`src/rtl/core/hvn_pkg.sv`:
```
// ----------------------------------------------------------------------------
// hvn_pkg
// shared types, constants and helpers of the heightmap vertex normal block
// ----------------------------------------------------------------------------
`default_nettype none

package hvn_pkg;

  localparam int MAX_RES     = 64;
  localparam int ROW_SLOTS   = MAX_RES + 1;
  localparam int STORE_DEPTH = 3 * ROW_SLOTS;
  localparam int ADDR_W      = $clog2(STORE_DEPTH);

  localparam int COORD_W   = 7;
  localparam int H_W       = 24;
  localparam int SP_W      = 23;
  localparam int V_W       = 16;
  localparam int CFG_W     = 23;
  localparam int CFG_IDX_W = 1;

  localparam int FIFO_DEPTH = 4;
  localparam int FIFO_PTR_W = $clog2(FIFO_DEPTH);

  localparam logic [CFG_IDX_W-1:0] REG_GRID_RES = 1'd0;
  localparam logic [CFG_IDX_W-1:0] REG_SPACING  = 1'd1;

  localparam logic [COORD_W-1:0] GRID_RES_RESET = 7'd64;
  localparam logic [SP_W-1:0]    SPACING_RESET  = 23'd512;

  typedef logic [1:0] slot_t;

  // one vertex to be worked out
  typedef struct packed {
    logic [COORD_W-1:0] x;
    logic [COORD_W-1:0] z;
    slot_t              zslot;
    logic [COORD_W-1:0] res;
    logic               fin;
  } cmd_t;

  typedef struct packed {
    logic empty;
    logic full;
  } fifo_stat_t;

  function automatic slot_t slot_inc(slot_t s);
    return (s == 2'd2) ? 2'd0 : s + 2'd1;
  endfunction

  function automatic slot_t slot_dec(slot_t s);
    return (s == 2'd0) ? 2'd2 : s - 2'd1;
  endfunction

  function automatic logic [ADDR_W-1:0] slot_addr(slot_t s, logic [COORD_W-1:0] x);
    return ADDR_W'(s) * ADDR_W'(ROW_SLOTS) + ADDR_W'(x);
  endfunction

endpackage

`default_nettype wire

```
`src/rtl/core/hvn_line_store.sv`:
```
// ----------------------------------------------------------------------------
// hvn_line_store
// three-row height store, one write and one registered read per cycle
// ----------------------------------------------------------------------------
`default_nettype none

module hvn_line_store (
  input  logic                             clk_i,
  input  logic                             wr_en_i,
  input  logic [hvn_pkg::ADDR_W-1:0]       wr_addr_i,
  input  logic signed [hvn_pkg::H_W-1:0]   wr_data_i,
  input  logic                             rd_en_i,
  input  logic [hvn_pkg::ADDR_W-1:0]       rd_addr_i,
  output logic signed [hvn_pkg::H_W-1:0]   rd_data_o
);
  import hvn_pkg::*;

  logic signed [H_W-1:0] mem_q [STORE_DEPTH];

  always_ff @(posedge clk_i) begin
    if (wr_en_i) begin
      mem_q[wr_addr_i] <= wr_data_i;
    end
  end

  always_ff @(posedge clk_i) begin
    if (rd_en_i) begin
      rd_data_o <= mem_q[rd_addr_i];
    end
  end

endmodule

`default_nettype wire

```
`config.mk`:
```
export PLATFORM = sky130hd
export DESIGN_NAME = hvn_line_store
export DESIGN_NICKNAME = d
export VERILOG_FILES = /design/src/rtl/core/hvn_pkg.sv /design/src/rtl/core/hvn_line_store.sv
export SDC_FILE = /design/constraint.sdc
export NUM_CORES = 2
export LEC_CHECK = 0
export CORE_AREA = 2 2 901 454
export DETAILED_ROUTE_END_ITERATION = 8
export DIE_AREA = 0 0 903 456
export DONT_BUFFER_PORTS = 1
export HOLD_SLACK_MARGIN = 0.05
export PLACE_DENSITY = 0.63
export SLEW_MARGIN = 20
export SYNTH_ARGS = -nofsm -noshare
export SYNTH_HDL_FRONTEND = slang
export SYNTH_MEMORY_MAX_BITS = 65536
export SYNTH_SLANG_ARGS = --single-unit
```
`constraint.sdc`:
```
create_clock -name clk_i -period 2.6 [get_ports clk_i]
set_input_delay 0.39 -clock clk_i [delete_from_list [all_inputs] [get_ports clk_i]]
set_output_delay 0.39 -clock clk_i [all_outputs]
set_load 0.01 [all_outputs]
```
# After elaboration in Yosys (flattened, before gate mapping)
# Memories as Yosys holds them, arrays and structs flattened. A register that Yosys moved wholly into a read port is not among the register bits.
# Cells that the tools add are included.
[totals]
elab_cells = 3
regBits = 0
n_memories = 1
mem_bits_rw = 4680
input_bits = 43
[memory_table]
columns = ["name", "depth", "width", "read_ports", "rd_clocked_by_memory_dff", "write_ports", "line_no", "text"]
rows = [
  ["mem_q", 195, 24, 1, 1, 1, "hvn_line_store.sv:18", "logic signed [H_W-1:0] mem_q [STORE_DEPTH];"],
]
[classes]
muxes = 2
[ops]
columns = ["operator", "count"]
rows = [
  ["two-way mux 1 bit", 2],
]

# Depth between registers and ports, before layout
[logic_depth]
ltp_word = 2
mapped_depth = 13
mapped_depth_nobuf = 6

# Worst setup path after synthesis
# No wires, ideal clock.
[synth_path]
kind = "input to register"
startpoint = "input wr_addr_i[0] (netlist bit)"
endpoint = "memory mem_q[189][0], enable pin"
required_ps = 2195
path_slack_ps = -259
t_arrival_ps = 2454
stages = 5
path_cell_list = "clkbuf_1 -> nor2b_1 -> clkbuf_1 -> nand4_1 -> nor2_1"
[synth_lines]
columns = ["element", "line_no", "text"]
rows = [
  ["from (decl)", "hvn_line_store.sv:10", "input logic [hvn_pkg::ADDR_W-1:0] wr_addr_i,"],
  ["to (decl)", "hvn_line_store.sv:18", ""],
]
# Straight into the memory's write port.

==> qor.yml <==
cts:
  htree_levels: 5
  clk_pin_slew_worst_paths_ns: 0.07
  cts_hold_buf: 55
  clock_tree.root_cell: "clkbuf_16"
  cts_sinks: 4704
  worstSkewPairLatency_ns: 0.96
  clock_path_buffers: 4
  cts_made_buffers: 419
  cts_tree: "built"
status:
  status: "finished, violations left"
  violations: "negative hold slack, negative setup slack"
worst_hold_path:
  hold_path_depth: 0
  hp-start: "wr_data_i[20]"
  min_path_type: "primary input to flop"
  whs_endpoint: "mem_q[7][20]"
synthesis:
  synth_flop_cell: "edfxtp_1"
  syn_inst: 8563
  ys_seq_area_frac: 0.7797
  synth_seq_cells: 4704
  yosys-top-cells-area: "edfxtp_1 (78%), mux4_2 (9.7%), mux2i_1 (4.7%), a22oi_1 (0.82%), a211oi_1 (0.57%)"
  syn-cell-area_mm2: 0.1812
  yosysWarnings: 0
  synth-edff-count: 4704
  syn_avg_cell_area_um2: 21.16
  synthesis.nets: 8606
  yosysMostFrequentCell: "edfxtp_1"
  synthTopCellsByCount: "edfxtp_1 (4704), mux2i_1 (851), mux4_2 (781)"
  async_flop_share: 0
  ys_types: 63
  synth_top_cell_area_share: 0.7797
  synth_area_leader_cell: "edfxtp_1"
cells_and_area:
  fin_cells: 15260
  num-fill-cells: 30780
  stdcell_area_mm2: 0.2115
  drive_above_1_share: 0.2670
  area_delta_synth_final_pct: 16.72
  nNetsFinal: 9525
routing:
  drc: 0
  drt-initial-drc-count: 15190
  vias: 94540
  routedWlPerCell_um: 33.95
  wl_um: 518300
  dr.pass1.iters: 6
  ant_nets: 0
  vias_per_cell: 6.194
global_routing:
  track_usage: 0.2427
  grt-ovfl-total: 0
  grt_pass1_vias: 90210
  grt_start_max_net_pins: 717
  grt_antenna_before_repair: 37
  grt_pass1_wl_um: 711000
worst_setup_path:
  critical_path.cell_chain: "nor2b_4 > buf_12 > buf_12 > a221o_1 > a21oi_1 > nor3_1 > a211oi_2 > buf_4 > o311a_1"
  r2r-start: "mem_q[184][11]"
  rr_endpoint: "rd_data_o[11]"
  arrival_ns: 3.65
  crit_path_max_incr_delay_ns: 0.87
  worstSetupPathType: "primary input to flop"
  crit_slowest_cell: "nor2b_4"
  cp-end-kind: "flop"
  worst_path_most_repeated_cell: "buf_12"
  r2r_slack_ns: -0.04
  crit_path_max_fanout: 234
  cp-start-kind: "primary input"
  cp.required_ns: 3.31
  reg2reg_depth: 5
timing:
  fmax_mhz: 340.1
  slew_violations: 0
  hold_viol: 453
  worst_hold_slack_ns: -0.2819
  worst_pin_slew_ns: 1.444
  fin_skew_ns: 0.04334
  final.setup.tns_ns: -0.6368
  relSlewSlack: 0.03751
  period_minus_slack_ns: 2.940
  period_share: 1.131
  fin_ws_ns: -0.3402
  setup_viol: 7
  rsz0062_at_grt: "no"
power:
  peakVddDrop_mv: 0.6349
  leakage_nw: 68.51
  power.density_mw_per_mm2: 730.5
floorplanning:
  core_area_mm2: 0.4032
  io_pins: 67
  fp.dieH_um: 456
  num_rows: 165
  die_w_um: 903
  die_area_mm2: 0.4118
  start_util: 0.4493
place:
  placed_area_mm2: 0.1948
  gp_congestion: 0.8497
  dp_hpwl_um: 275600
  dp_cells: 14340
  io_buffers: 0
run:
  cap_violations: 0
==> critical path: cells and delay by family <==
kind / cells / cell delay [ns]
AOI/OAI and AO/OA: 4 / 0.73
buffers and inverters: 3 / 0.65
and+or+nand+nor: 2 / 1.37
==> power by group <==
group	total, mW	switching (mW)	leakage [nW]	internal (mW)
Combinational	8.19	4.94	19.6	3.25
Clock	62.4	27.8	6.58	34.6
Sequential	83.9	0.265	42.3	83.6
Total	154	33.0	68.5	121
==> layout make-up <==
| class | instances | area, um2 | area share |
|---|---|---|---|
| sequential | 4704 | 141300 | 0.6680 |
| multi-input combinational | 3334 | 37480 | 0.1772 |
| timing repair buffer | 1002 | 12330 | 0.05831 |
| clock buffer | 508 | 10930 | 0.05167 |
| tap | 5427 | 6790 | 0.03211 |
| clock inverter | 258 | 2554 | 0.01208 |
| inverter | 21 | 98.84 | 0.0004674 |
| antenna | 10 | 25.02 | 0.0001183 |
==> sequential cells by signal, indices dropped and copies added (netlist names) <==
register / count
rd_data_o: 24
mem_q: 4680
==> through the flow <==
| stage | util | power (mW) | worst slack, ns | hold slack, ns |
|---|---|---|---|---|
| final | 0.5245 | 154.5 | -0.3402 | -0.2819 |
| after detailed placement | 0.4831 | 91.47 | -3.189 | 0.4989 |
| after CTS | 0.5229 | 154.6 | 0.006799 | -0.4063 |
| after floorplan | - | 89.16 | -0.2590 | 0.4889 |
| after global placement | 0.4825 | 91.42 | -3.344 | 0.5022 |
| after global routing | 0.5244 | 158.1 | 0.0003069 | -0.3724 |
==> cells in the final DEF (no fill, tap or decap), types with 34 or more instances in the layout <==
cell type     n
mux2i_1     851
nand3_1      70
o22ai_1     134
a21oi_1      90
clkinv_1     92
bufinv_16    46
o21ai_0     167
bufbuf_16    38
nor2_1       37
edfxtp_1   4704
nand2_1     147
mux4_2      781
nand4_1      45
a22oi_1     198
clkbuf_1     84
clkbuf_16   436
o211ai_1     71
a221oi_1     68
nor2_2      193
mux2_2       34
a211oi_1    130
buf_16       49
buf_12      206
buf_4       661
clkinv_2     79
==> cells by family after synthesis <==
logic type,synth area share
AO/OA/AOI/OAI,0.03835
buffers and inverters,0.01771
flip-flops,0.7797
multiplexers,0.1471
AND/OR/NAND/NOR,0.01716
==> how the worst max path moves through the flow <==
| stage | endpoint | startpoint |
|---|---|---|
| 2_1_floorplan | mem_q[189][0] | wr_addr_i[0] |
| 3_3_place_gp | rd_data_o[10] | rd_addr_i[0] |
| 3_5_place_dp | rd_data_o[5] | rd_addr_i[0] |
| 4_1_cts | rd_data_o[7] | rd_addr_i[0] |
| 5_1_grt | rd_data_o[10] | rd_addr_i[0] |
| 6_report | rd_data_o[7] | rd_addr_i[2] |
==> layer usage <==
metal  global-route usage  wire, um
met1               0.3580    206600
met3              0.05271     58730
met4              0.07147     17560
met5                    0       132
met2               0.3665    235200
==> timing repair <==
| action | 4_1_cts | 5_1_grt |
|---|---|---|
| pin swaps | 6 | 4 |
| setup endpoints to repair | 24 | 24 |
| setup buffers | 28 | 2 |
| resized for setup | 11 | 25 |
| gates cloned | 41 | 12 |
| hold endpoints to repair | 4737 | 780 |
No activity file was read; power rests on OpenSTA's default activity.
