===== config.mk =====
export PLATFORM = sky130hd
export DESIGN_NAME = hvn_cmd_fifo
export DESIGN_NICKNAME = d
export VERILOG_FILES = /design/src/rtl/core/hvn_pkg.sv /design/src/rtl/core/hvn_cmd_fifo.sv
export SDC_FILE = /design/constraint.sdc
export NUM_CORES = 1
export LEC_CHECK = 0
export BUFFER_PORTS_ARGS = -buffer_cell sky130_fd_sc_hd__buf_2
export CAP_MARGIN = 20
export CORE_ASPECT_RATIO = 2
export CORE_MARGIN = 8
export CORE_UTILIZATION = 60
export DETAILED_ROUTE_END_ITERATION = 16
export MAX_ROUTING_LAYER = met4
export PLACE_DENSITY = 0.82
export SKIP_CTS_REPAIR_TIMING = 1
export SLEW_MARGIN = 20
export SYNTH_ARGS = -nofsm -noshare
export SYNTH_HDL_FRONTEND = slang
export SYNTH_SLANG_ARGS = --single-unit

===== constraint.sdc =====
create_clock -name clk_i -period 5.55 [get_ports clk_i]
set_input_delay 0 -clock clk_i [delete_from_list [all_inputs] [get_ports clk_i]]
set_output_delay 0 -clock clk_i [all_outputs]
set_load 0.05 [all_outputs]

===== src/rtl/core/hvn_pkg.sv =====
// ----------------------------------------------------------------------------
// hvn_pkg
// shared types, constants and helpers of the heightmap vertex normal block
// ----------------------------------------------------------------------------
`default_nettype none

package hvn_pkg;

  localparam int MAX_RES     = 64;
  localparam int ROW_SLOTS   = MAX_RES + 1;
  localparam int STORE_DEPTH = 3 * ROW_SLOTS;
  localparam int ADDR_W      = $clog2(STORE_DEPTH);

  localparam int COORD_W   = 7;
  localparam int H_W       = 24;
  localparam int SP_W      = 23;
  localparam int V_W       = 16;
  localparam int CFG_W     = 23;
  localparam int CFG_IDX_W = 1;

  localparam int FIFO_DEPTH = 4;
  localparam int FIFO_PTR_W = $clog2(FIFO_DEPTH);

  localparam logic [CFG_IDX_W-1:0] REG_GRID_RES = 1'd0;
  localparam logic [CFG_IDX_W-1:0] REG_SPACING  = 1'd1;

  localparam logic [COORD_W-1:0] GRID_RES_RESET = 7'd64;
  localparam logic [SP_W-1:0]    SPACING_RESET  = 23'd512;

  typedef logic [1:0] slot_t;

  // one vertex to be worked out
  typedef struct packed {
    logic [COORD_W-1:0] x;
    logic [COORD_W-1:0] z;
    slot_t              zslot;
    logic [COORD_W-1:0] res;
    logic               fin;
  } cmd_t;

  typedef struct packed {
    logic empty;
    logic full;
  } fifo_stat_t;

  function automatic slot_t slot_inc(slot_t s);
    return (s == 2'd2) ? 2'd0 : s + 2'd1;
  endfunction

  function automatic slot_t slot_dec(slot_t s);
    return (s == 2'd0) ? 2'd2 : s - 2'd1;
  endfunction

  function automatic logic [ADDR_W-1:0] slot_addr(slot_t s, logic [COORD_W-1:0] x);
    return ADDR_W'(s) * ADDR_W'(ROW_SLOTS) + ADDR_W'(x);
  endfunction

endpackage

`default_nettype wire


===== src/rtl/core/hvn_cmd_fifo.sv =====
// ----------------------------------------------------------------------------
// hvn_cmd_fifo
// short vertex command queue between the front and the back
// ----------------------------------------------------------------------------
`default_nettype none

module hvn_cmd_fifo (
  input  logic                clk_i,
  input  logic                rst_ni,
  input  logic                push_i,
  input  hvn_pkg::cmd_t       cmd_i,
  input  logic                pop_i,
  output hvn_pkg::cmd_t       cmd_o,
  output hvn_pkg::fifo_stat_t stat_o
);
  import hvn_pkg::*;

  cmd_t                  mem_q [FIFO_DEPTH];
  logic [FIFO_PTR_W-1:0] wr_ptr_q, rd_ptr_q;
  logic [FIFO_PTR_W:0]   cnt_q;
  logic                  do_push, do_pop;

  assign stat_o.empty = (cnt_q == '0);
  assign stat_o.full  = (cnt_q == (FIFO_PTR_W+1)'(FIFO_DEPTH));
  assign do_push      = push_i && !stat_o.full;
  assign do_pop       = pop_i && !stat_o.empty;
  assign cmd_o        = mem_q[rd_ptr_q];

  always_ff @(posedge clk_i or negedge rst_ni) begin
    if (!rst_ni) begin
      wr_ptr_q <= '0;
      rd_ptr_q <= '0;
      cnt_q    <= '0;
    end else begin
      if (do_push) begin
        wr_ptr_q <= wr_ptr_q + 1'b1;
      end
      if (do_pop) begin
        rd_ptr_q <= rd_ptr_q + 1'b1;
      end
      if (do_push && !do_pop) begin
        cnt_q <= cnt_q + 1'b1;
      end else if (do_pop && !do_push) begin
        cnt_q <= cnt_q - 1'b1;
      end
    end
  end

  always_ff @(posedge clk_i) begin
    if (do_push) begin
      mem_q[wr_ptr_q] <= cmd_i;
    end
  end

endmodule

`default_nettype wire


# == After elaboration in Yosys (flattened, before gate mapping) ==
# Memories as Yosys holds them, arrays and structs flattened.
# Index checks and enable logic that the tools add are counted.
# word_totals
register_bits,7
ram_bits,96
input_bits,28
out_inout_bits,26
word_cells,23
memories,1
# mem_list
memory,depth,word_bits,read_ports,rd_clocked_by_memory_dff,wr,line,rtl
mem_q,4,24,1,0,1,hvn_cmd_fifo.sv:18,cmd_t mem_q [FIFO_DEPTH];
# classes
n_addsub,4
n_eq_ne,1
muxes,4
n_reduce_logical,10
# op_table
op,count
$mux W3,2
$add A2 B1 Y2 const B,2
$logic_and A1 B1 Y1,4
$logic_not A1 Y1,4
$add A3 B1 Y3 const B,1
$eq A3 B3 Y1 const B,1
$logic_not A3 Y1,1
$sub A3 B1 Y3 const B,1
$mux W1,2
$reduce_bool A2 Y1,1

# == Logic depth before layout (Yosys ltp) ==
# depth
word_depth,7
ltp_mapped,9
ltp_nobuf,8

# == Worst setup path before layout ==
# OpenSTA, ideal clock, no wires.
# synth_path
path_type,reg-to-reg
startpoint,register cnt_q[0]
endpoint,register cnt_q[1]
setup_ns,0.125
arrival_ns,2.345
t_required_ns,5.425
setup_slack_ns,3.081
stages_incl_launch_ff,8
path_buffers,1
synth_period_minus_slack_ns,2.469
cell_sequence,dfrtp_1 nor3b_2 nor2b_1 buf_6 ha_1 inv_1 fa_1 mux2_2
# synth_lines
item,line,rtl
"start, declared",hvn_cmd_fifo.sv:20,logic [FIFO_PTR_W:0] cnt_q;
"start signal, assigned",hvn_cmd_fifo.sv:42,cnt_q <= cnt_q + 1'b1;
"start signal, assigned",hvn_cmd_fifo.sv:44,cnt_q <= cnt_q - 1'b1;

==> flow_metrics.env <==
export IMPL_slew_viol_final=0
export IMPL_antenna_found_initial=0
export IMPL_switchingPower_mw=1.06
export IMPL_post_route_drc_count=0
export IMPL_drt_first_pass_iters=4
export IMPL_required_ps=5550
export IMPL_htree_levels=3
export IMPL_critPathKind="register to primary output"
export IMPL_worstRegToRegCells=8
export IMPL_die_area_um2=9570
export IMPL_drtIter0Drc=118
export IMPL_setup_tns_ps=0
export IMPL_min_period_ps=2190
export IMPL_drv_cap=0
export IMPL_hp_class="input port to async pin"
export IMPL_avgViaCountPerCell=5.44
export IMPL_p_int_mw=1.77
export IMPL_wl_per_cell_um=20.1
export IMPL_syn_nets=196
export IMPL_drive_gt1_frac=0.358
export IMPL_rsz0062_at_grt="no"
export IMPL_whs_ps=18.9
export IMPL_period_share=0.395
export IMPL_fmax_mhz=457
export IMPL_vias=1859
export IMPL_hold_violations=0
export IMPL_end_kind="primary output"
export IMPL_synth_cell_area_um2=3940
export IMPL_cp_start_kind="register"
export IMPL_syn_inst=162
export IMPL_ys_seq_area_frac=0.777
export IMPL_overflow=0
export IMPL_drt_wl_total_mm=6.88
export IMPL_tightest_slew_ps=832
export IMPL_grt_pass1_vias=1868
export IMPL_leakage_nw=1.75
export IMPL_seqPwrFrac=0.415
export IMPL_syn_area_per_cell_um2=24.3
export IMPL_p_clk_frac=0.223
export IMPL_cp_slowest_cell="dfrtp_2"
export IMPL_core_um2=6460
export IMPL_root_buffer="clkbuf_16"
export IMPL_fin_nets=283
export IMPL_start_util=0.609
export IMPL_arrival_ps=2190
export IMPL_n_fill_cell=364
export IMPL_relSlewSlack=0.446
export IMPL_die_width_um=73.3
export IMPL_crit_fanout=26
export IMPL_swShare=0.375
export IMPL_io_pins=54
export IMPL_fp_dieH_um=131
export IMPL_ys_types=21
export IMPL_synthToLayoutAreaGrowth_pct=22.7
export IMPL_cts_sinks=103
export IMPL_layout_cells_non_filler=342
export IMPL_antennaDiodeCount=0
export IMPL_setup_violations=0
export IMPL_insertion_delay_ps=340
export IMPL_grt_pass1_wl_mm=9.68
export IMPL_drtAntennaViolNets=0
export IMPL_cp_cell_sequence="mux4_1, buf_2"
export IMPL_cp_slowest_stage_delay_ps=910
export IMPL_tritoncts="done"
export IMPL_grt_max_degree=27
export IMPL_rows=42
export IMPL_routabilityCongestion=0.682
export IMPL_status="complete, no violations"
export IMPL_path_clk_slew_ps=60
export IMPL_p_per_area_nw_per_um2=586
export IMPL_grtUsageTotal=0.150
export IMPL_pwr_share_comb=0.361
export IMPL_hpwl_mm=3.94
export IMPL_finClkSkew_ps=4.83
export IMPL_cts_inserted_buffers=9
export IMPL_dp_cells=300
export IMPL_numPortBuffers=53
export IMPL_peakVddDrop_mv=0.411
export IMPL_yosys_warnings=0
export IMPL_ys_ff_latch=103
export IMPL_clockBufferDepth=2
power groups by stage:
stage / Combinational [mW] / Sequential [mW] / Clock [mW]
6_report: 1.02 / 1.18 / 0.633
5_1_grt: 1.08 / 1.20 / 0.672
4_1_cts: 1.02 / 1.18 / 0.648
3_5_place_dp: 1.02 / 1.19 / 0
3_3_place_gp: 1.01 / 1.18 / 0
2_1_floorplan: 0.921 / 1.09 / 0
final timing paths:
check / start / to / slack [ps]
max: rd_ptr_q[0]$_DFFE_PN0P_ / cmd_o[9] / 3360
min: rst_ni / wr_ptr_q[0]$_DFFE_PN0P_ / 20
max reg2reg: cnt_q[2]$_DFFE_PN0P_ / cnt_q[2]$_DFFE_PN0P_ / 3400
min reg2reg: cnt_q[2]$_DFFE_PN0P_ / cnt_q[2]$_DFFE_PN0P_ / 480
max in group asynchronous: rst_ni / rd_ptr_q[0]$_DFFE_PN0P_ / 5360
min in group clk_i: push_i / wr_ptr_q[0]$_DFFE_PN0P_ / 150
worst max-delay path, delay by kind of cell (launching register included):
family	cells	cell delay, ps
buffers and inverters	1	240
muxes	1	680
DFF	1	910
placed cells by master (no fill, tap or decap), drive strengths merged:
cell type / instances
mux4: 24
fa: 1
dfrtp: 7
nor3b: 1
ha: 5
nor2b: 1
mux2: 2
buf: 57
xor2: 2
dlygate4sd3: 26
bufinv: 2
nor2: 1
nand2: 1
clkbuf: 10
and2: 4
clkinv: 4
inv: 4
xnor2: 4
edfxtp: 96
nand3: 1
or3: 1
layer usage:
| metal | GRT usage | vias to the layer above | share of wire |
|---|---|---|---|
| met2 | 0.244 | 53 | 0.53 |
| met1 | 0.157 | 959 | 0.40 |
| li1 | - | 838 | - |
| met4 | 0.0796 | 0 | 0.020 |
| met5 | - | - | 0 |
| met3 | 0.0482 | 9 | 0.046 |
final cells by class:
class	instances	area, um^2	share of cell area
inverters	4	15.0	0.00311
clock buffers	10	229	0.0474
clock inverters	6	75.1	0.0155
repair buffers	83	556	0.115
multi-input cells	48	787	0.163
flip-flops and latches	103	3060	0.633
well taps	88	110	0.0228
Yosys cell counts:
library cell	instances	share of area
mux2_4	1	0.0038
mux2_2	1	0.0029
xor2_1	2	0.0044
mux4_1	6	0.040
nand2_1	1	0.00095
nand3_1	1	0.0013
fa_1	1	0.0051
edfxtp_1	96	0.73
nor2b_1	1	0.0016
buf_12	2	0.010
dfrtp_1	7	0.044
xnor2_1	4	0.0089
nor3b_2	1	0.0032
and2_1	4	0.0064
inv_1	4	0.0038
ha_1	5	0.016
buf_2	3	0.0038
buf_6	2	0.0057
mux4_2	18	0.10
nor2_1	1	0.00095
or3_1	1	0.0016
per-stage QoR:
stage / power (mW) / cell area, um^2 / setup WS (ps) / util
after floorplan: 2.01 / 3940 / 3080 / -
after global placement: 2.19 / 4270 / 3500 / 0.660
after detailed placement: 2.21 / 4270 / 3360 / 0.660
after CTS: 2.85 / 4570 / 3290 / 0.707
after global routing: 2.95 / 4830 / 3180 / 0.748
final: 2.83 / 4830 / 3360 / 0.748
kinds of logic after synthesis:
| logic type | after synthesis | synth area share |
|---|---|---|
| AND/OR/NAND/NOR | 10 | 0.0159 |
| XOR/XNOR | 6 | 0.0133 |
| buffers and inverters | 11 | 0.0235 |
| adder cells (fa/ha/maj) | 6 | 0.0210 |
| multiplexers | 26 | 0.150 |
| flip-flops | 103 | 0.777 |
registers in the layout, indices dropped and copies added, names as in the netlist:
name / flops
rd_ptr_q: 2
cnt_q: 3
mem_q: 96
wr_ptr_q: 2
Power figures use the tool's default switching activity.
