## config.mk

```make
export PLATFORM = sky130hd
export DESIGN_NAME = hvn_front
export DESIGN_NICKNAME = d
export VERILOG_FILES = /design/src/rtl/core/hvn_pkg.sv /design/src/rtl/core/hvn_front.sv
export SDC_FILE = /design/constraint.sdc
export NUM_CORES = 1
export LEC_CHECK = 0
export BUFFER_PORTS_ARGS = -buffer_cell sky130_fd_sc_hd__buf_2
export CORE_UTILIZATION = 54
export DETAILED_ROUTE_END_ITERATION = 6
export PLACE_DENSITY = 0.81
export REMOVE_ABC_BUFFERS = 1
export SYNTH_ARGS = -nofsm -noshare
export SYNTH_HDL_FRONTEND = slang
export SYNTH_SLANG_ARGS = --single-unit
```

## constraint.sdc

```tcl
create_clock -name clk_i -period 4.5 [get_ports clk_i]
set_input_delay 0.225 -clock clk_i [delete_from_list [all_inputs] [get_ports clk_i]]
set_output_delay 0.225 -clock clk_i [all_outputs]
set_load 0.005 [all_outputs]
```

## src/rtl/core/hvn_pkg.sv

```systemverilog
// ----------------------------------------------------------------------------
// hvn_pkg
// shared types, constants and helpers of the heightmap vertex normal block
// ----------------------------------------------------------------------------
`default_nettype none

package hvn_pkg;

  localparam int MAX_RES     = 64;
  localparam int ROW_SLOTS   = MAX_RES + 1;
  localparam int STORE_DEPTH = 3 * ROW_SLOTS;
  localparam int ADDR_W      = $clog2(STORE_DEPTH);

  localparam int COORD_W   = 7;
  localparam int H_W       = 24;
  localparam int SP_W      = 23;
  localparam int V_W       = 16;
  localparam int CFG_W     = 23;
  localparam int CFG_IDX_W = 1;

  localparam int FIFO_DEPTH = 4;
  localparam int FIFO_PTR_W = $clog2(FIFO_DEPTH);

  localparam logic [CFG_IDX_W-1:0] REG_GRID_RES = 1'd0;
  localparam logic [CFG_IDX_W-1:0] REG_SPACING  = 1'd1;

  localparam logic [COORD_W-1:0] GRID_RES_RESET = 7'd64;
  localparam logic [SP_W-1:0]    SPACING_RESET  = 23'd512;

  typedef logic [1:0] slot_t;

  // one vertex to be worked out
  typedef struct packed {
    logic [COORD_W-1:0] x;
    logic [COORD_W-1:0] z;
    slot_t              zslot;
    logic [COORD_W-1:0] res;
    logic               fin;
  } cmd_t;

  typedef struct packed {
    logic empty;
    logic full;
  } fifo_stat_t;

  function automatic slot_t slot_inc(slot_t s);
    return (s == 2'd2) ? 2'd0 : s + 2'd1;
  endfunction

  function automatic slot_t slot_dec(slot_t s);
    return (s == 2'd0) ? 2'd2 : s - 2'd1;
  endfunction

  function automatic logic [ADDR_W-1:0] slot_addr(slot_t s, logic [COORD_W-1:0] x);
    return ADDR_W'(s) * ADDR_W'(ROW_SLOTS) + ADDR_W'(x);
  endfunction

endpackage

`default_nettype wire

```

## src/rtl/core/hvn_front.sv

```systemverilog
// ----------------------------------------------------------------------------
// hvn_front
// takes heights, tracks the raster position and queues vertices to emit
// ----------------------------------------------------------------------------
`default_nettype none

module hvn_front (
  input  logic                             clk_i,
  input  logic                             rst_ni,
  input  logic                             in_valid_i,
  output logic                             in_stall_o,
  input  logic signed [hvn_pkg::H_W-1:0]   height_i,
  input  logic [hvn_pkg::COORD_W-1:0]      res_i,
  input  hvn_pkg::fifo_stat_t              fifo_stat_i,
  input  logic                             rd_busy_i,
  output logic                             push_o,
  output hvn_pkg::cmd_t                    cmd_o,
  output logic                             wr_en_o,
  output logic [hvn_pkg::ADDR_W-1:0]       wr_addr_o,
  output logic signed [hvn_pkg::H_W-1:0]   wr_data_o
);
  import hvn_pkg::*;

  localparam int PEND_UP   = 0;
  localparam int PEND_LEFT = 1;
  localparam int PEND_FIN  = 2;

  logic [COORD_W-1:0] col_q, col_d, row_q, row_d;
  slot_t              rslot_q, rslot_d;
  logic [2:0]         pend_q, pend_d;
  logic [COORD_W-1:0] ix_q, iz_q, ires_q;
  slot_t              islot_q;

  logic               restart, accept;
  logic [COORD_W-1:0] cur_x, cur_z;
  slot_t              cur_slot;

  // position wraps when the grid shrank below it
  assign restart  = (col_q > res_i) || (row_q > res_i);
  assign cur_x    = restart ? '0 : col_q;
  assign cur_z    = restart ? '0 : row_q;
  assign cur_slot = restart ? '0 : rslot_q;

  // no store write while earlier vertices still read
  assign in_stall_o = (pend_q != '0) || !fifo_stat_i.empty || rd_busy_i;
  assign accept     = in_valid_i && !in_stall_o;

  assign wr_en_o   = accept;
  assign wr_addr_o = slot_addr(cur_slot, cur_x);
  assign wr_data_o = height_i;

  assign push_o = (pend_q != '0) && !fifo_stat_i.full;

  always_comb begin
    cmd_o       = '0;
    cmd_o.res   = ires_q;
    cmd_o.zslot = islot_q;
    priority if (pend_q[PEND_UP]) begin
      cmd_o.x     = ix_q;
      cmd_o.z     = iz_q - 1'b1;
      cmd_o.zslot = slot_dec(islot_q);
    end else if (pend_q[PEND_LEFT]) begin
      cmd_o.x = ix_q - 1'b1;
      cmd_o.z = iz_q;
    end else begin
      cmd_o.x   = ires_q;
      cmd_o.z   = ires_q;
      cmd_o.fin = 1'b1;
    end
  end

  always_comb begin
    pend_d  = pend_q;
    col_d   = col_q;
    row_d   = row_q;
    rslot_d = rslot_q;
    if (accept) begin
      pend_d[PEND_UP]   = (cur_z != '0);
      pend_d[PEND_LEFT] = (cur_z == res_i) && (cur_x != '0);
      pend_d[PEND_FIN]  = (cur_z == res_i) && (cur_x == res_i);
      if (cur_x == res_i) begin
        col_d = '0;
        if (cur_z == res_i) begin
          row_d   = '0;
          rslot_d = '0;
        end else begin
          row_d   = cur_z + 1'b1;
          rslot_d = slot_inc(cur_slot);
        end
      end else begin
        col_d   = cur_x + 1'b1;
        row_d   = cur_z;
        rslot_d = cur_slot;
      end
    end else if (push_o) begin
      pend_d = pend_q & (pend_q - 3'd1);
    end
  end

  always_ff @(posedge clk_i or negedge rst_ni) begin
    if (!rst_ni) begin
      col_q   <= '0;
      row_q   <= '0;
      rslot_q <= '0;
      pend_q  <= '0;
    end else begin
      col_q   <= col_d;
      row_q   <= row_d;
      rslot_q <= rslot_d;
      pend_q  <= pend_d;
    end
  end

  always_ff @(posedge clk_i) begin
    if (accept) begin
      ix_q    <= cur_x;
      iz_q    <= cur_z;
      ires_q  <= res_i;
      islot_q <= cur_slot;
    end
  end

endmodule

`default_nettype wire

```

Word level (Yosys, flattened, before mapping)
Cells that the tools add are included.

word-level totals
  register bits = 42
  input bits = 37
  output and inout port bits = 59
  word-level logic and storage cells = 55

cells by class
  add/subtract/negate cells = 8
  $mul = 1
  $lt $le $gt $ge = 2
  equality and inequality tests = 3
  mux-type cells = 17
  bitwise logic cells = 1
  reduce and logical (&&, ||, !) cells = 15

operator list
  kind                                                                 number
  7-bit 2-to-1 mux                                                     5
  14-bit 2-to-1 mux                                                    2
  7-bit by 1-bit adder with 7-bit output (second input constant)       2
  7-bit == test                                                        2
  7-bit > comparator                                                   2
  7-bit nonzero test                                                   2
  7-bit by 1-bit subtractor with 7-bit output (second input constant)  2
  2-bit 2-to-1 mux                                                     6
  8-bit by 7-bit adder with 8-bit output                               1
  2-bit by 7-bit multiplier with 8-bit output (second input constant)  1
  3-bit 2-to-1 mux                                                     2
  1-bit logical AND                                                    4
  3-bit bitwise AND                                                    1
  1-bit zero test                                                      3
  1-bit logical OR                                                     3
  3-bit nonzero test                                                   1
  3-bit by 1-bit subtractor with 3-bit output (second input constant)  1
  2-bit by 1-bit adder with 2-bit output (second input constant)       1
  2-bit == test (second input constant)                                1
  2-bit zero test                                                      1
  1-bit 2-to-1 mux                                                     2
  2-bit nonzero test                                                   1
  2-bit by 1-bit subtractor with 2-bit output (second input constant)  1

Depth between registers and ports, before layout
  depth after elaboration = 7
  depth in mapped cells = 18
  depth with buffers taken out = 17

Least setup slack after synthesis
Ideal clock, no wire load.

  path type = reg-to-output
  start = register row_q[0]
  end = output wr_addr_o[7] (netlist bit)
  arrival time = 3301 ps
  required time = 4275 ps
  path slack = 974 ps
  cell stages (with the launch flop) = 19
  path buffers = 3
  cells stage by stage = dfrtp_1 -> clkbuf_1 -> inv_1 -> ha_1 -> nand3b_1 -> a21oi_1 -> o21bai_2 -> buf_2 -> clkbuf_1 -> and3_1 -> ha_1 -> ha_1 -> inv_1 -> fa_1 -> nor2_1 -> nand3_1 -> xnor2_1 -> nand2_1 -> xnor2_1

between the ends
  elaborated cells on any way between the ends = 6
  classes of those cells = add/sub: 1; mul: 1; order compare: 1; mux: 2; reduce/logical: 1

RTL lines
  what                                    line              RTL
  from (decl)                             hvn_front.sv:28   logic [COORD_W-1:0] col_q, col_d, row_q, row_d;
  from (signal assigned)                  hvn_front.sv:108  row_q <= row_d;
  7-bit > comparator                      hvn_front.sv:39   assign restart = (col_q > res_i) || (row_q > res_i);
  1-bit logical OR                        hvn_front.sv:39
  7-bit 2-to-1 mux                        hvn_front.sv:40   assign cur_x = restart ? '0 : col_q;
  net cur_x[1]                            hvn_front.sv:35   logic [COORD_W-1:0] cur_x, cur_z;
  8-bit by 7-bit adder with 8-bit output  hvn_pkg.sv:55     return ADDR_W'(s) * ADDR_W'(ROW_SLOTS) + ADDR_W'(x);
  to (decl)                               hvn_front.sv:19   output logic [hvn_pkg::ADDR_W-1:0] wr_addr_o,

The timed path passes the listed nets, and every way through them passes these cells.

Final worst setup path
  start = register col_q[5]
  end = output wr_addr_o[7] (netlist bit)

between the ends
  elaborated cells on any way between the ends = 6
  classes of those cells = add/sub: 1; mul: 1; order compare: 1; mux: 2; reduce/logical: 1

RTL lines
  what                                    line              RTL
  from (decl)                             hvn_front.sv:28
  from (signal assigned)                  hvn_front.sv:107  col_q <= col_d;
  7-bit > comparator                      hvn_front.sv:39
  1-bit logical OR                        hvn_front.sv:39
  7-bit 2-to-1 mux                        hvn_front.sv:40
  net cur_x[1]                            hvn_front.sv:35
  8-bit by 7-bit adder with 8-bit output  hvn_pkg.sv:55

The timed path passes the listed nets, and every way through them passes these cells.

==> run_results.csv <==
group,metric,value,unit
global_route,grt_pass1_wl,13.7,mm
clocking,tritoncts,"done",
sta,finalClockSkew,0.00672,ns
logic_synthesis,yosys_warnings,0,
final_layout,layout.nets,482,
die,rows,29,
sta,tightestPinTransition,0.951,ns
flow_run,drv_cap,0,
logic_synthesis,async_reset_ff_frac,0.452,
sta,setup_violations,0,
routing,wirelength,8.96,mm
pwr,vdd_drop_max,309,µV
die,die-area,6850,µm²
sta,tns,0,ns
logic_synthesis,yosys-top-cells-area,"edfxtp_1, dfrtp_1, ha_1",
critical_path,cp-start-kind,"flip-flop",
die,die_h,82.8,µm
sta,min_period,4.00,ns
logic_synthesis,syn_area_per_cell,8.68,µm²
clocking,htree_levels,2,
critical_path,required,4.28,ns
outcome,violations,"DRC",
die,ioPinCount,96,
clocking,path_clk_slew,0.08,ns
logic_synthesis,synth_cell_types,54,
sta,fin_hold_ws,0.197,ns
clocking,cts_made_buffers,5,
routing,drc_errors,26,
final_layout,drive_gt1_frac,0.186,
final_layout,antenna_cells,0,
sta,fmax,250,MHz
global_route,grt_pass1_vias,2761,
critical_path,critPathKind,"reg2out",
global_route,overflow,0,
sta,fin_ws,0.504,ns
sta,hold_viol,0,
critical_path,crit_path_top_delay_cell,"dfrtp_1",
pwr,leakage,1.60,nW
logic_synthesis,synth_edf_count,23,
routing,viasPerCell,6.38,
outcome,status,"complete, but fails checks",
die,die_w,82.8,µm
sta,period_share,0.888,
global_route,grt_usage,0.272,
logic_synthesis,ys.flop_type,"edfxtp_1",
pwr,power.density,353,nW/µm²
logic_synthesis,yosysMostFrequentCell,"nor2_1",
clocking,cts-resized-gates,0,
clocking,clockBufferDepth,2,
global_route,antenna_found_initial,0,
logic_synthesis,synth_area_leader_cell,"edfxtp_1",
clocking,clock_sinks,42,
routing,route.vias.total,3165,
die,start_util,0.558,
routing,ant_nets,0,
die,core_area,6310,µm²
logic_synthesis,synth.cell_area,3520,µm²
sta,drv_slew,0,
critical_path,cp_common_cell,"ha_1",
critical_path,slowest_delay,0.54,ns
critical_path,worstPathArrival,3.77,ns
logic_synthesis,ys_ff_latch,42,
worst_hold_path,hold_class,"in2reg",
global_route,grt_start_max_net_pins,35,
final_layout,n_fill_cell,541,
clocking,cts-root-buf,"clkbuf_8",
placed_design,port_buffers,47,
critical_path,critPathMaxFanout,13,
routing,drt_iter0_markers,222,
logic_synthesis,synthTopCellsByCount,"nor2_1, nand2_1, inv_1",
logic_synthesis,seq_area_frac_synth,0.331,
logic_synthesis,synth_cells,406,
routing,firstDrtPassIters,7,
sta,rsz0062_at_grt,"false",
routing,avgRoutedWirePerCell,18.1,µm
clocking,insertion_delay,0.30,ns
critical_path,crit_chain,"ha_1, nand4_2, a21oi_2, o22ai_2, and3_1, ha_1, ha_1, inv_1, fa_1, nor2_1, nand3_1, xnor2_1, nand2_1, xnor2_1, buf_2",
placed_design,dp.final_hpwl,6.80,mm
placed_design,routabilityCongestion,0.922,
sta,relSlewSlack,0.366,
placed_design,place_ws,0.859,ns
logic_synthesis,synth_top_area_frac,0.196,
critical_path,worstSetupEndpointType,"output pin",
final_layout,area_growth,5.22,%
[report_power, final]
part / switching (mW) / internal, mW
logic: 0.332 / 0.219
registers: 0.0709 / 0.451
clock network: 0.129 / 0.106
total: 0.532 / 0.776
[registers in the layout, summed over array words and instances, names as in the netlist]
signal,flops
pend_q,3
ix_q,7
ires_q,7
iz_q,7
rslot_q,2
islot_q,2
row_q,7
col_q,7
[final cells by class]
| cell class | instances | area (µm²) | area share |
|---|---|---|---|
| multi-input combinational | 287 | 1970 | 0.531 |
| sequential | 42 | 1170 | 0.315 |
| timing repair buffer | 53 | 283 | 0.0763 |
| inverter | 29 | 109 | 0.0294 |
| clock buffer | 5 | 68.8 | 0.0186 |
| clock inverter | 3 | 16.3 | 0.00439 |
| tap | 77 | 96.3 | 0.0260 |
[stage by stage]
step	power, mW	std cells	utilization	cell area (µm²)
2_1_floorplan	0.865	358	-	3240
3_3_place_gp	1.05	487	0.572	3610
3_5_place_dp	1.07	487	0.572	3610
4_1_cts	1.30	496	0.587	3710
5_1_grt	1.40	496	0.587	3710
6_report	1.31	496	0.587	3710
[worst paths after layout]
path                           startpoint            to  slack, ns  cells after the start
setup / recovery                 col_q[5]  wr_addr_o[7]       0.50                     15
hold / removal             fifo_stat_i[0]     pend_q[2]       0.20                      3
setup reg to reg                 col_q[5]      row_q[6]       1.16                     10
hold reg to reg                 pend_q[2]     pend_q[2]       0.50                      2
max in group asynchronous          rst_ni     pend_q[2]       3.77                      2
min in group asynchronous          rst_ni      col_q[3]       0.41                      2
[cells by family (layout without fill, tap and decap cells)]
logic type | count (synthesis) | after routing | share of synthesized area
xor+xnor | 18 | 18 | 0.0447
flops | 42 | 42 | 0.331
mux | 4 | 4 | 0.0117
compound gates | 95 | 95 | 0.201
buf+inv | 77 | 90 | 0.110
simple gates | 143 | 143 | 0.203
fa+ha+maj | 27 | 27 | 0.0980
[cells in the final DEF (no fill, tap or decap), drive strengths merged, types with 5 or more instances in the layout]
cell type  instances
buf               52
nor2              33
nand2             31
inv               29
nand3             28
ha                26
edfxtp            23
a21oi             21
and3              19
dfrtp             19
o21ai             16
xnor2             15
o31ai             13
nor3               7
a22o               7
nand3b             6
o22a               6
a31oi              5
clkbuf             5
[what timing repair did]
item | 4_1_cts | 5_1_grt
hold endpoints to repair | 19 | 0
hold buffers | 1 | 0
setup buffers | 0 | 0
[critical path: cells and delay by family, from the launching register on]
family / cells / cell delay [ns]
compound gates: 2 / 0.37
fa+ha+maj: 4 / 1.28
xor+xnor: 2 / 0.28
flops: 1 / 0.54
buf+inv: 2 / 0.18
simple gates: 5 / 0.84
[metal layers]
metal  vias to the layer above  track usage  part of all wire
li1                       1457            -                 -
met1                      1486        0.365              0.43
met2                       191        0.420              0.45
met3                        31       0.0754             0.096
met4                         0       0.0966             0.026
met5                         -            0                 0
Note: power is estimated with default switching activity, not from simulation.
