`config.mk`:
```
export PLATFORM = sky130hd
export DESIGN_NAME = hvn_back
export DESIGN_NICKNAME = d
export VERILOG_FILES = /design/src/rtl/core/hvn_pkg.sv /design/src/rtl/core/hvn_back.sv
export SDC_FILE = /design/constraint.sdc
export NUM_CORES = 2
export LEC_CHECK = 0
export ABC_CLOCK_PERIOD_IN_PS = 29900
export BUFFER_PORTS_ARGS = -buffer_cell sky130_fd_sc_hd__buf_2
export CORE_ASPECT_RATIO = 0.9
export CORE_UTILIZATION = 35
export DETAILED_ROUTE_END_ITERATION = 16
export MAX_ROUTING_LAYER = met4
export PLACE_DENSITY = 0.58
export SLEW_MARGIN = 25
export SYNTH_ARGS = -nofsm -noshare
export SYNTH_HDL_FRONTEND = slang
export SYNTH_SLANG_ARGS = --single-unit
```
`constraint.sdc`:
```
create_clock -name clk_i -period 29.9 [get_ports clk_i]
set_input_delay 0 -clock clk_i [delete_from_list [all_inputs] [get_ports clk_i]]
set_output_delay 0 -clock clk_i [all_outputs]
set_load 0.02 [all_outputs]
```
`src/rtl/core/hvn_pkg.sv`:
```
// ----------------------------------------------------------------------------
// hvn_pkg
// shared types, constants and helpers of the heightmap vertex normal block
// ----------------------------------------------------------------------------
`default_nettype none

package hvn_pkg;

  localparam int MAX_RES     = 64;
  localparam int ROW_SLOTS   = MAX_RES + 1;
  localparam int STORE_DEPTH = 3 * ROW_SLOTS;
  localparam int ADDR_W      = $clog2(STORE_DEPTH);

  localparam int COORD_W   = 7;
  localparam int H_W       = 24;
  localparam int SP_W      = 23;
  localparam int V_W       = 16;
  localparam int CFG_W     = 23;
  localparam int CFG_IDX_W = 1;

  localparam int FIFO_DEPTH = 4;
  localparam int FIFO_PTR_W = $clog2(FIFO_DEPTH);

  localparam logic [CFG_IDX_W-1:0] REG_GRID_RES = 1'd0;
  localparam logic [CFG_IDX_W-1:0] REG_SPACING  = 1'd1;

  localparam logic [COORD_W-1:0] GRID_RES_RESET = 7'd64;
  localparam logic [SP_W-1:0]    SPACING_RESET  = 23'd512;

  typedef logic [1:0] slot_t;

  // one vertex to be worked out
  typedef struct packed {
    logic [COORD_W-1:0] x;
    logic [COORD_W-1:0] z;
    slot_t              zslot;
    logic [COORD_W-1:0] res;
    logic               fin;
  } cmd_t;

  typedef struct packed {
    logic empty;
    logic full;
  } fifo_stat_t;

  function automatic slot_t slot_inc(slot_t s);
    return (s == 2'd2) ? 2'd0 : s + 2'd1;
  endfunction

  function automatic slot_t slot_dec(slot_t s);
    return (s == 2'd0) ? 2'd2 : s - 2'd1;
  endfunction

  function automatic logic [ADDR_W-1:0] slot_addr(slot_t s, logic [COORD_W-1:0] x);
    return ADDR_W'(s) * ADDR_W'(ROW_SLOTS) + ADDR_W'(x);
  endfunction

endpackage

`default_nettype wire

```
`src/rtl/core/hvn_back.sv`:
```
// ----------------------------------------------------------------------------
// hvn_back
// per-vertex sequencer: neighbor reads, normalize, cross product, result
// ----------------------------------------------------------------------------
`default_nettype none

module hvn_back (
  input  logic                             clk_i,
  input  logic                             rst_ni,
  input  logic                             fifo_empty_i,
  output logic                             pop_o,
  input  hvn_pkg::cmd_t                    cmd_i,
  input  logic [hvn_pkg::SP_W-1:0]         spacing_i,
  output logic                             rd_en_o,
  output logic [hvn_pkg::ADDR_W-1:0]       rd_addr_o,
  input  logic signed [hvn_pkg::H_W-1:0]   rd_data_i,
  output logic                             rd_busy_o,
  output logic                             out_valid_o,
  input  logic                             out_stall_i,
  output logic [hvn_pkg::COORD_W-1:0]      grid_x_o,
  output logic [hvn_pkg::COORD_W-1:0]      grid_z_o,
  output logic signed [hvn_pkg::H_W-1:0]   vertex_height_o,
  output logic signed [hvn_pkg::V_W-1:0]   normal_x_o,
  output logic signed [hvn_pkg::V_W-1:0]   normal_y_o,
  output logic signed [hvn_pkg::V_W-1:0]   normal_z_o,
  output logic signed [hvn_pkg::V_W-1:0]   tangent_x_o,
  output logic signed [hvn_pkg::V_W-1:0]   tangent_y_o,
  output logic signed [hvn_pkg::V_W-1:0]   bitangent_x_o,
  output logic signed [hvn_pkg::V_W-1:0]   bitangent_y_o,
  output logic signed [hvn_pkg::V_W-1:0]   bitangent_z_o,
  output logic                             final_vertex_o
);
  import hvn_pkg::*;

  localparam logic [2:0] TAP_C  = 3'd0;
  localparam logic [2:0] TAP_L  = 3'd1;
  localparam logic [2:0] TAP_R  = 3'd2;
  localparam logic [2:0] TAP_D  = 3'd3;
  localparam logic [2:0] TAP_U  = 3'd4;
  localparam logic [2:0] N_TAPS = 3'd5;

  localparam logic [63:0] Q_FLOOR = 64'd1 << 60;
  localparam logic [63:0] SQ_TOP  = 64'd1 << 62;

  typedef enum logic [3:0] {
    ST_IDLE, ST_READ, ST_PREP, ST_SQUARE, ST_SCALE, ST_SQRT,
    ST_DIV_INIT, ST_DIV, ST_CROSS, ST_OUT
  } state_e;

  state_e                state_q;
  cmd_t                  cmd_q;
  logic [2:0]            rd_cnt_q;
  logic signed [H_W-1:0] h_q [5];
  logic signed [24:0]    vec_q [3];
  logic                  pass_q;
  logic [1:0]            comp_q;
  logic [63:0]           q_q, root_q, bit_q;
  logic [4:0]            m_q;
  logic [47:0]           rem_q;
  logic [46:0]           den_q;
  logic [15:0]           quo_q;
  logic [3:0]            step_q;
  logic signed [V_W-1:0] nrm_q [3];
  logic signed [V_W-1:0] tan_q [2];
  logic signed [31:0]    prod_q, acc_q;
  logic [2:0]            cr_cnt_q;
  logic signed [V_W-1:0] bx_q, by_q, bz_q;

  logic [24:0]           mag_sel;
  logic [49:0]           sq;
  logic [63:0]           sq_try;
  logic [47:0]           num;
  logic                  rem_ge;
  logic [15:0]           quo_nx;
  logic [16:0]           neg_quo;
  logic signed [V_W-1:0] comp_val;
  logic                  last_comp;
  logic signed [V_W-1:0] op_a, op_b;
  logic signed [31:0]    prod_nx;
  slot_t                 rd_slot;
  logic [COORD_W-1:0]    rd_x;

  function automatic logic [24:0] mag25(logic signed [24:0] v);
    return v[24] ? 25'(-v) : 25'(v);
  endfunction

  // Q2.30 to Q1.15, half toward plus infinity, saturated
  function automatic logic signed [V_W-1:0] rnd_q15(logic signed [32:0] p);
    logic signed [33:0] t;
    logic signed [18:0] r;
    t = 34'(p) + 34'sd16384;
    r = 19'(t >>> 15);
    if (r > 19'sd32767) begin
      return 16'sh7fff;
    end
    if (r < -19'sd32768) begin
      return 16'sh8000;
    end
    return 16'(r);
  endfunction

  assign pop_o     = (state_q == ST_IDLE) && !fifo_empty_i;
  assign rd_busy_o = (state_q == ST_READ);

  // neighbor outside the grid reads the center
  always_comb begin
    rd_slot = cmd_q.zslot;
    rd_x    = cmd_q.x;
    unique case (rd_cnt_q)
      TAP_L: begin
        if (cmd_q.x != '0) rd_x = cmd_q.x - 1'b1;
      end
      TAP_R: begin
        if (cmd_q.x < cmd_q.res) rd_x = cmd_q.x + 1'b1;
      end
      TAP_D: begin
        if (cmd_q.z != '0) rd_slot = slot_dec(cmd_q.zslot);
      end
      TAP_U: begin
        if (cmd_q.z < cmd_q.res) rd_slot = slot_inc(cmd_q.zslot);
      end
      default: begin
      end
    endcase
  end

  assign rd_en_o   = (state_q == ST_READ) && (rd_cnt_q < N_TAPS);
  assign rd_addr_o = slot_addr(rd_slot, rd_x);

  assign mag_sel = mag25(vec_q[comp_q]);
  assign sq      = mag_sel * mag_sel;
  assign sq_try  = root_q + bit_q;
  assign num     = ({23'd0, mag_sel} << (6'd15 + {1'b0, m_q})) + {17'd0, root_q[31:1]};
  assign rem_ge  = rem_q >= {1'b0, den_q};
  assign quo_nx  = {quo_q[14:0], rem_ge};
  assign neg_quo = 17'd0 - {1'b0, quo_nx};

  always_comb begin
    if (vec_q[comp_q][24]) begin
      comp_val = (quo_nx > 16'd32768) ? 16'sh8000 : $signed(neg_quo[15:0]);
    end else begin
      comp_val = (quo_nx > 16'd32767) ? 16'sh7fff : $signed(quo_nx);
    end
  end

  assign last_comp = pass_q ? (comp_q == 2'd1) : (comp_q == 2'd2);

  always_comb begin
    unique case (cr_cnt_q)
      3'd0:    begin op_a = nrm_q[2]; op_b = tan_q[1]; end
      3'd1:    begin op_a = nrm_q[2]; op_b = tan_q[0]; end
      3'd2:    begin op_a = nrm_q[0]; op_b = tan_q[1]; end
      default: begin op_a = nrm_q[1]; op_b = tan_q[0]; end
    endcase
  end

  assign prod_nx = op_a * op_b;

  always_ff @(posedge clk_i or negedge rst_ni) begin
    if (!rst_ni) begin
      state_q     <= ST_IDLE;
      out_valid_o <= 1'b0;
    end else begin
      if (out_valid_o && !out_stall_i && (state_q != ST_OUT)) begin
        out_valid_o <= 1'b0;
      end
      unique case (state_q)
        ST_IDLE: begin
          if (!fifo_empty_i) begin
            cmd_q    <= cmd_i;
            rd_cnt_q <= '0;
            state_q  <= ST_READ;
          end
        end
        ST_READ: begin
          if (rd_cnt_q != '0) begin
            h_q[rd_cnt_q - 3'd1] <= rd_data_i;
          end
          rd_cnt_q <= rd_cnt_q + 3'd1;
          if (rd_cnt_q == N_TAPS) begin
            state_q <= ST_PREP;
          end
        end
        ST_PREP: begin
          vec_q[0] <= 25'(h_q[TAP_L]) - 25'(h_q[TAP_R]);
          vec_q[1] <= $signed({2'b00, spacing_i});
          vec_q[2] <= 25'(h_q[TAP_D]) - 25'(h_q[TAP_U]);
          pass_q   <= 1'b0;
          comp_q   <= '0;
          q_q      <= '0;
          m_q      <= '0;
          state_q  <= ST_SQUARE;
        end
        ST_SQUARE: begin
          q_q <= q_q + 64'(sq);
          if (comp_q == 2'd2) begin
            comp_q  <= '0;
            state_q <= ST_SCALE;
          end else begin
            comp_q <= comp_q + 2'd1;
          end
        end
        ST_SCALE: begin
          if (q_q < Q_FLOOR) begin
            q_q <= q_q << 2;
            m_q <= m_q + 5'd1;
          end else begin
            root_q  <= '0;
            bit_q   <= SQ_TOP;
            state_q <= ST_SQRT;
          end
        end
        ST_SQRT: begin
          if (q_q >= sq_try) begin
            q_q    <= q_q - sq_try;
            root_q <= (root_q >> 1) + bit_q;
          end else begin
            root_q <= root_q >> 1;
          end
          bit_q <= bit_q >> 2;
          if (bit_q == 64'd1) begin
            comp_q  <= '0;
            state_q <= ST_DIV_INIT;
          end
        end
        ST_DIV_INIT: begin
          rem_q   <= num;
          den_q   <= {root_q[31:0], 15'd0};
          quo_q   <= '0;
          step_q  <= '0;
          state_q <= ST_DIV;
        end
        ST_DIV: begin
          if (rem_ge) begin
            rem_q <= rem_q - {1'b0, den_q};
          end
          den_q  <= den_q >> 1;
          quo_q  <= quo_nx;
          step_q <= step_q + 4'd1;
          if (step_q == 4'd15) begin
            if (!pass_q) begin
              nrm_q[comp_q] <= comp_val;
            end else begin
              tan_q[comp_q[0]] <= comp_val;
            end
            if (!last_comp) begin
              comp_q  <= comp_q + 2'd1;
              state_q <= ST_DIV_INIT;
            end else if (!pass_q) begin
              // tangent direction (s, -a, 0)
              vec_q[0] <= vec_q[1];
              vec_q[1] <= -vec_q[0];
              vec_q[2] <= '0;
              pass_q   <= 1'b1;
              comp_q   <= '0;
              q_q      <= '0;
              m_q      <= '0;
              state_q  <= ST_SQUARE;
            end else begin
              cr_cnt_q <= '0;
              state_q  <= ST_CROSS;
            end
          end
        end
        ST_CROSS: begin
          prod_q   <= prod_nx;
          cr_cnt_q <= cr_cnt_q + 3'd1;
          unique case (cr_cnt_q)
            3'd1:    bx_q  <= rnd_q15(-33'(prod_q));
            3'd2:    by_q  <= rnd_q15(33'(prod_q));
            3'd3:    acc_q <= prod_q;
            3'd4:    bz_q  <= rnd_q15(33'(acc_q) - 33'(prod_q));
            default: begin
            end
          endcase
          if (cr_cnt_q == 3'd4) begin
            state_q <= ST_OUT;
          end
        end
        ST_OUT: begin
          if (!out_valid_o || !out_stall_i) begin
            out_valid_o     <= 1'b1;
            grid_x_o        <= cmd_q.x;
            grid_z_o        <= cmd_q.z;
            vertex_height_o <= h_q[TAP_C];
            normal_x_o      <= nrm_q[0];
            normal_y_o      <= nrm_q[1];
            normal_z_o      <= nrm_q[2];
            tangent_x_o     <= tan_q[0];
            tangent_y_o     <= tan_q[1];
            bitangent_x_o   <= bx_q;
            bitangent_y_o   <= by_q;
            bitangent_z_o   <= bz_q;
            final_vertex_o  <= cmd_q.fin;
            state_q         <= ST_IDLE;
          end
        end
        default: state_q <= ST_IDLE;
      endcase
    end
  end

endmodule

`default_nettype wire

```
# After elaboration in Yosys (flattened, before gate mapping)
# Memories as Yosys holds them, arrays and structs flattened. A register that Yosys moved wholly into a read port is not among the register bits.
# Index checks and enable logic that the tools add are counted.
totals:
  register_bits: 604
  ramBits: 275
  inputBits: 75
  out_inout_bits: 179
  elab_cells: 293
  mem_count: 4
memory_table:
  columns: ["memory", "words", "width", "read_ports", "rd_ports_with_merged_regs", "write_ports", "line", "text"]
  rows:
  - ["h_q", 5, 24, 5, 1, 1, "hvn_back.sv:53", "logic signed [H_W-1:0] h_q [5];"]
  - ["vec_q", 3, 25, 3, 1, 3, "hvn_back.sv:54", "logic signed [24:0] vec_q [3];"]
  - ["nrm_q", 3, 16, 3, 0, 1, "hvn_back.sv:63", "logic signed [V_W-1:0] nrm_q [3];"]
  - ["tan_q", 2, 16, 2, 0, 1, "hvn_back.sv:64", "logic signed [V_W-1:0] tan_q [2];"]
op_classes:
  addsub: 28
  n_mul: 3
  n_lt_le_gt_ge: 14
  eq_ne: 39
  n_shift: 1
  mux: 119
  n_bitwise: 4
  n_reduce_logical: 46
op_table:
  columns: ["cell", "n"]
  rows:
  - ["2-to-1 mux 64 bit", 8]
  - ["case mux 64 bit (5 select lines)", 1]
  - ["2-to-1 mux 16 bit", 16]
  - ["case mux 64 bit (2 select lines)", 2]
  - ["2-to-1 mux 25 bit", 4]
  - ["case mux 48 bit (2 select lines)", 1]
  - ["case mux 47 bit (2 select lines)", 1]
  - ["adder 33 x 16 -> 34 bit, second input constant", 2]
  - ["adder 63 x 64 -> 64 bit", 1]
  - ["adder 64 x 50 -> 64 bit", 1]
  - ["adder 64 bit", 1]
  - ["equality test 64 x 1 -> 1 bit, second input constant", 1]
  - ["greater-or-equal comparator 64 bit", 1]
  - ["< comparator 64 x 61 -> 1 bit, second input constant", 1]
  - ["subtractor 64 bit", 1]
  - ["multiplier 25 x 25 -> 50 bit", 1]
  - ["negation 25 bit", 2]
  - ["subtractor 24 x 24 -> 25 bit", 2]
  - ["adder 48 x 31 -> 48 bit", 1]
  - ["greater-or-equal comparator 48 x 47 -> 1 bit", 1]
  - ["2-to-1 mux 48 bit", 1]
  - ["left shift 25 x 6 -> 48 bit", 1]
  - ["subtractor 48 x 47 -> 48 bit", 1]
  - ["2-to-1 mux 1 bit", 44]
  - ["73 further kinds", 158]

# Logic depth before layout (Yosys ltp)
depth:
  ltp_word: 11
  ltp_mapped: 44
  depth_no_buf: 39

# Worst setup path before layout
# OpenSTA, ideal clock, no wires.
synth_path:
  kind: "register -> register"
  from: "register state_q[3]"
  to: "register bit_q[0], enable pin"
  setup_time_ns: 1.063
  arrival_ns: 15.841
  required_time_ns: 28.837
  slack_ns: 12.995
  stages_incl_launch_ff: 6
  n_path_buf: 2
  period_less_slack_ns: 16.905
  cell_sequence: "dfrtp_1 -> clkbuf_1 -> nand2b_1 -> nor3_1 -> clkbuf_1 -> a2111oi_0"
synth_between:
  elab_chain_cells: 3
  word_cells_on_any_way: 5
  cone_classes: "eq/ne (3); reduce/logical (2)"
synth_lines:
  columns: ["element", "line", "text"]
  rows:
  - ["from (decl)", "hvn_back.sv:50", "state_e state_q;"]
  - ["from (signal assigned)", "hvn_back.sv:161", "state_q <= ST_IDLE;"]
  - ["from (signal assigned)", "hvn_back.sv:172", "state_q <= ST_READ;"]
  - ["from (signal assigned)", "hvn_back.sv:181", "state_q <= ST_PREP;"]
  - ["equality test 4 x 3 -> 1 bit", "hvn_back.sv:167", "unique case (state_q)"]
  - ["!= test 2 bit (no line) / nonzero test 2 bit (equally long branches)", null, null]
  - ["AND reduction 3 bit (no line) (*)", null, null]
  - ["to (signal assigned)", "hvn_back.sv:220", "bit_q <= bit_q >> 2;"]
  - ["to (decl)", "hvn_back.sv:57", "logic [63:0] q_q, root_q, bit_q;"]
# Mark *: on every way between the ends. The rest lies on a longest branch, timed or not.
# A chain may end at the register's enable or synchronous reset.

==> results.py <==
metrics = {
    "yosys": {
        "synth_top_cell_by_area": "edfxtp_1",
        "async_flop_share": 0.00573,
        "ys_seq_area_frac": 0.320,
        "syn_area_per_cell_sq_um": 9.92,
        "synth_top_area_share": 0.318,
        "synth_top_flop_cell": "edfxtp_1",
        "synthCells": 8249,
        "netlist_area_sq_um": 81800,
        "synth_edf_count": 866,
        "ys_top_cells_by_area": "edfxtp_1 32%, fa_1 19%, ha_1 9.7%",
        "ys_top_cells_by_count": "1,223 x inv_1, 866 x edfxtp_1, 786 x fa_1",
        "yosysMostFrequentCell": "inv_1",
        "synth_cell_types": 101,
        "ys_ff_latch": 873,
        "yosysWarnings": 0,
    },
    "cts": {
        "cts_htree_levels": 3,
        "clk_latency_ps": 770,
        "tritoncts": "built",
        "path_clk_slew_ps": 70,
        "post_cts_buffers": 0,
        "postCtsHoldBufs": 103,
        "cts_sinks": 873,
        "cts_buffer_depth": 3,
        "ctsRootBufferMaster": "clkbuf_16",
        "post_cts_resized": 0,
        "cts_inserted_buffers": 94,
    },
    "placed_design": {
        "gp_routability_congestion": 0.966,
        "dpl.hpwl_mm": 190,
        "numPortBuffers": 253,
    },
    "floorplan": {
        "die_h_um": 461,
        "dieArea_sq_um": 236000,
        "row_count": 167,
        "core_area_sq_um": 231000,
        "io_pins": 254,
        "die_x_um": 512,
        "start_util": 0.354,
    },
    "critical_path": {
        "arrival_ps": 12270,
        "required_ps": 30430,
        "critPathMostFrequentCell": "fa_1",
        "crit_slowest_cell": "nor3_4",
        "critPathLaunchType": "flip-flop",
        "critPathMaxStageDelay_ps": 700,
        "crit_path_end_kind": "flip-flop",
        "critPathKind": "flip-flop to flip-flop",
        "path_max_fanout": 58,
    },
    "timing": {
        "fmax_mhz": 85.2,
        "setup-tns-final_ps": 0,
        "period_share": 0.393,
        "worst_pin_slew_ps": 1080,
        "fin_skew_ps": 79.2,
        "hold_viol": 0,
        "setup_viol": 0,
        "timing.slew.headroom": 0.258,
        "maxSlewViolCount": 0,
        "finalCriticalPeriod_ps": 11740,
        "rsz0062_at_grt": "no",
    },
    "worst_hold_path": {
        "min_path_type": "primary input to flip-flop",
        "hp-start": "rd_data_i[15]",
    },
    "detailed_routing": {
        "wire_per_inst_um": 20.8,
        "vias": 62287,
        "post_drt_via_cell_ratio": 5.33,
        "totalWireLength_mm": 244,
        "drc": 0,
        "first_pass_iters": 6,
        "drt_iter0_drc": 5588,
        "postRouteAntennaNets": 0,
    },
    "finish": {
        "layout-drive-gt1-share": 0.0772,
        "n_fill_cell": 22613,
        "nNetsFinal": 10053,
        "regArea_sq_um": 26200,
        "multiInputGateArea_sq_um": 50300,
        "area_growth_pct": 11.7,
    },
    "global_route": {
        "antenna_found_initial": 9,
        "grt_overflow": 0,
        "grt_util_all_layers": 0.210,
        "grt_pass1_wl_mm": 375,
        "grt_pass1_vias": 62409,
        "grt_max_degree": 92,
    },
    "run": {
        "cap_violations": 0,
    },
    "outcome": {
        "status": "completed",
    },
}
[state kept, by name, indices dropped and copies added, names as in the netlist, 24 cells and up, named ones only]
| signal | flops |
|---|---|
| tan_q | 32 |
| cmd_q | 24 |
| bit_q | 32 |
| root_q | 64 |
| q_q | 64 |
| nrm_q | 48 |
| vec_q | 75 |
| acc_q | 32 |
| vertex_height_o | 24 |
| prod_q | 32 |
| rem_q | 48 |
| den_q | 47 |
| h_q | 120 |
[per-stage QoR]
step                setup slack (ps)  utilization  cells  cell area (sq um)  hold WS, ps
floorplan                      13000            -   8271              81900         -296
global placement               17940        0.376  11401              86900        -25.7
finish                         18160        0.395  11683              91400         56.4
CTS                            18240        0.395  11677              91400         1.01
detailed placement             18200        0.376  11401              87000        -17.8
global route                   17400        0.395  11680              91400         38.2
[worst max-delay path: cells and delay by family (launching register included)]
kind,cells,cell delay [ps]
and+or+nand+nor,8,1720
muxes,1,480
xor gates and xnor gates,1,150
DFF,1,310
buffers and inverters,10,2000
adders and majority gates,9,4160
AOI/OAI and AO/OA,10,2680
[final cells by class]
class	count	area share
flip-flops and latches	873	0.286
clock inverters	71	0.0108
clock buffers	102	0.0261
repair buffers	463	0.0340
diodes	6	0.000164
inverters	1236	0.0508
multi-input cells	5890	0.550
well taps	3042	0.0416
[metal layers]
metal	GRT usage	up-vias	wire, um
met5	-	-	0
met4	0.0499	0	6090
met3	0.0284	300	16100
met2	0.320	2133	108000
met1	0.295	31026	114000
li1	-	28828	-
[kinds of logic (layout without fill, tap and decap cells)]
kind of cell / count (synthesis) / count (layout) / share of synthesized area
AOI/OAI and AO/OA: 1633 / 1633 / 0.131
xor gates and xnor gates: 490 / 490 / 0.0525
adders and majority gates: 1420 / 1420 / 0.289
buffers and inverters: 1508 / 1872 / 0.0701
DFF: 873 / 873 / 0.320
muxes: 94 / 94 / 0.0133
other: 2 / 30 / 0.0000918
and+or+nand+nor: 2229 / 2229 / 0.124
[path summary, 6_finish.rpt]
kind	to	slack (ps)	cells after the start
max	q_q[63]	18160	39
min	h_q[4][15]	60	2
max reg2reg	q_q[63]	18160	39
min reg2reg	bitangent_y_o[0]	400	0
max in group asynchronous	out_valid_o	29070	3
min in group asynchronous	state_q[3]	570	3
[cell usage in the layout (no fill, tap or decap), drive strengths merged, types with 67 or more instances in the layout]
cell type and n:
inv 1238, edfxtp 866, fa 786, nand2 769, nor2 712, ha 634, o21ai 392, buf 360
a21oi 355, xnor2 280, xor2 210, a21o 187, nor3 119, nand3 116, dlygate4sd3 103, clkbuf 102
a31oi 87, and3 82, nor2b 76, o21a 74, and2 70, a211oi 69, a22oi 68, nand2b 67
Power is not shown: default switching activity piles up to over one toggle a cycle in this logic, so the estimate is an artifact.
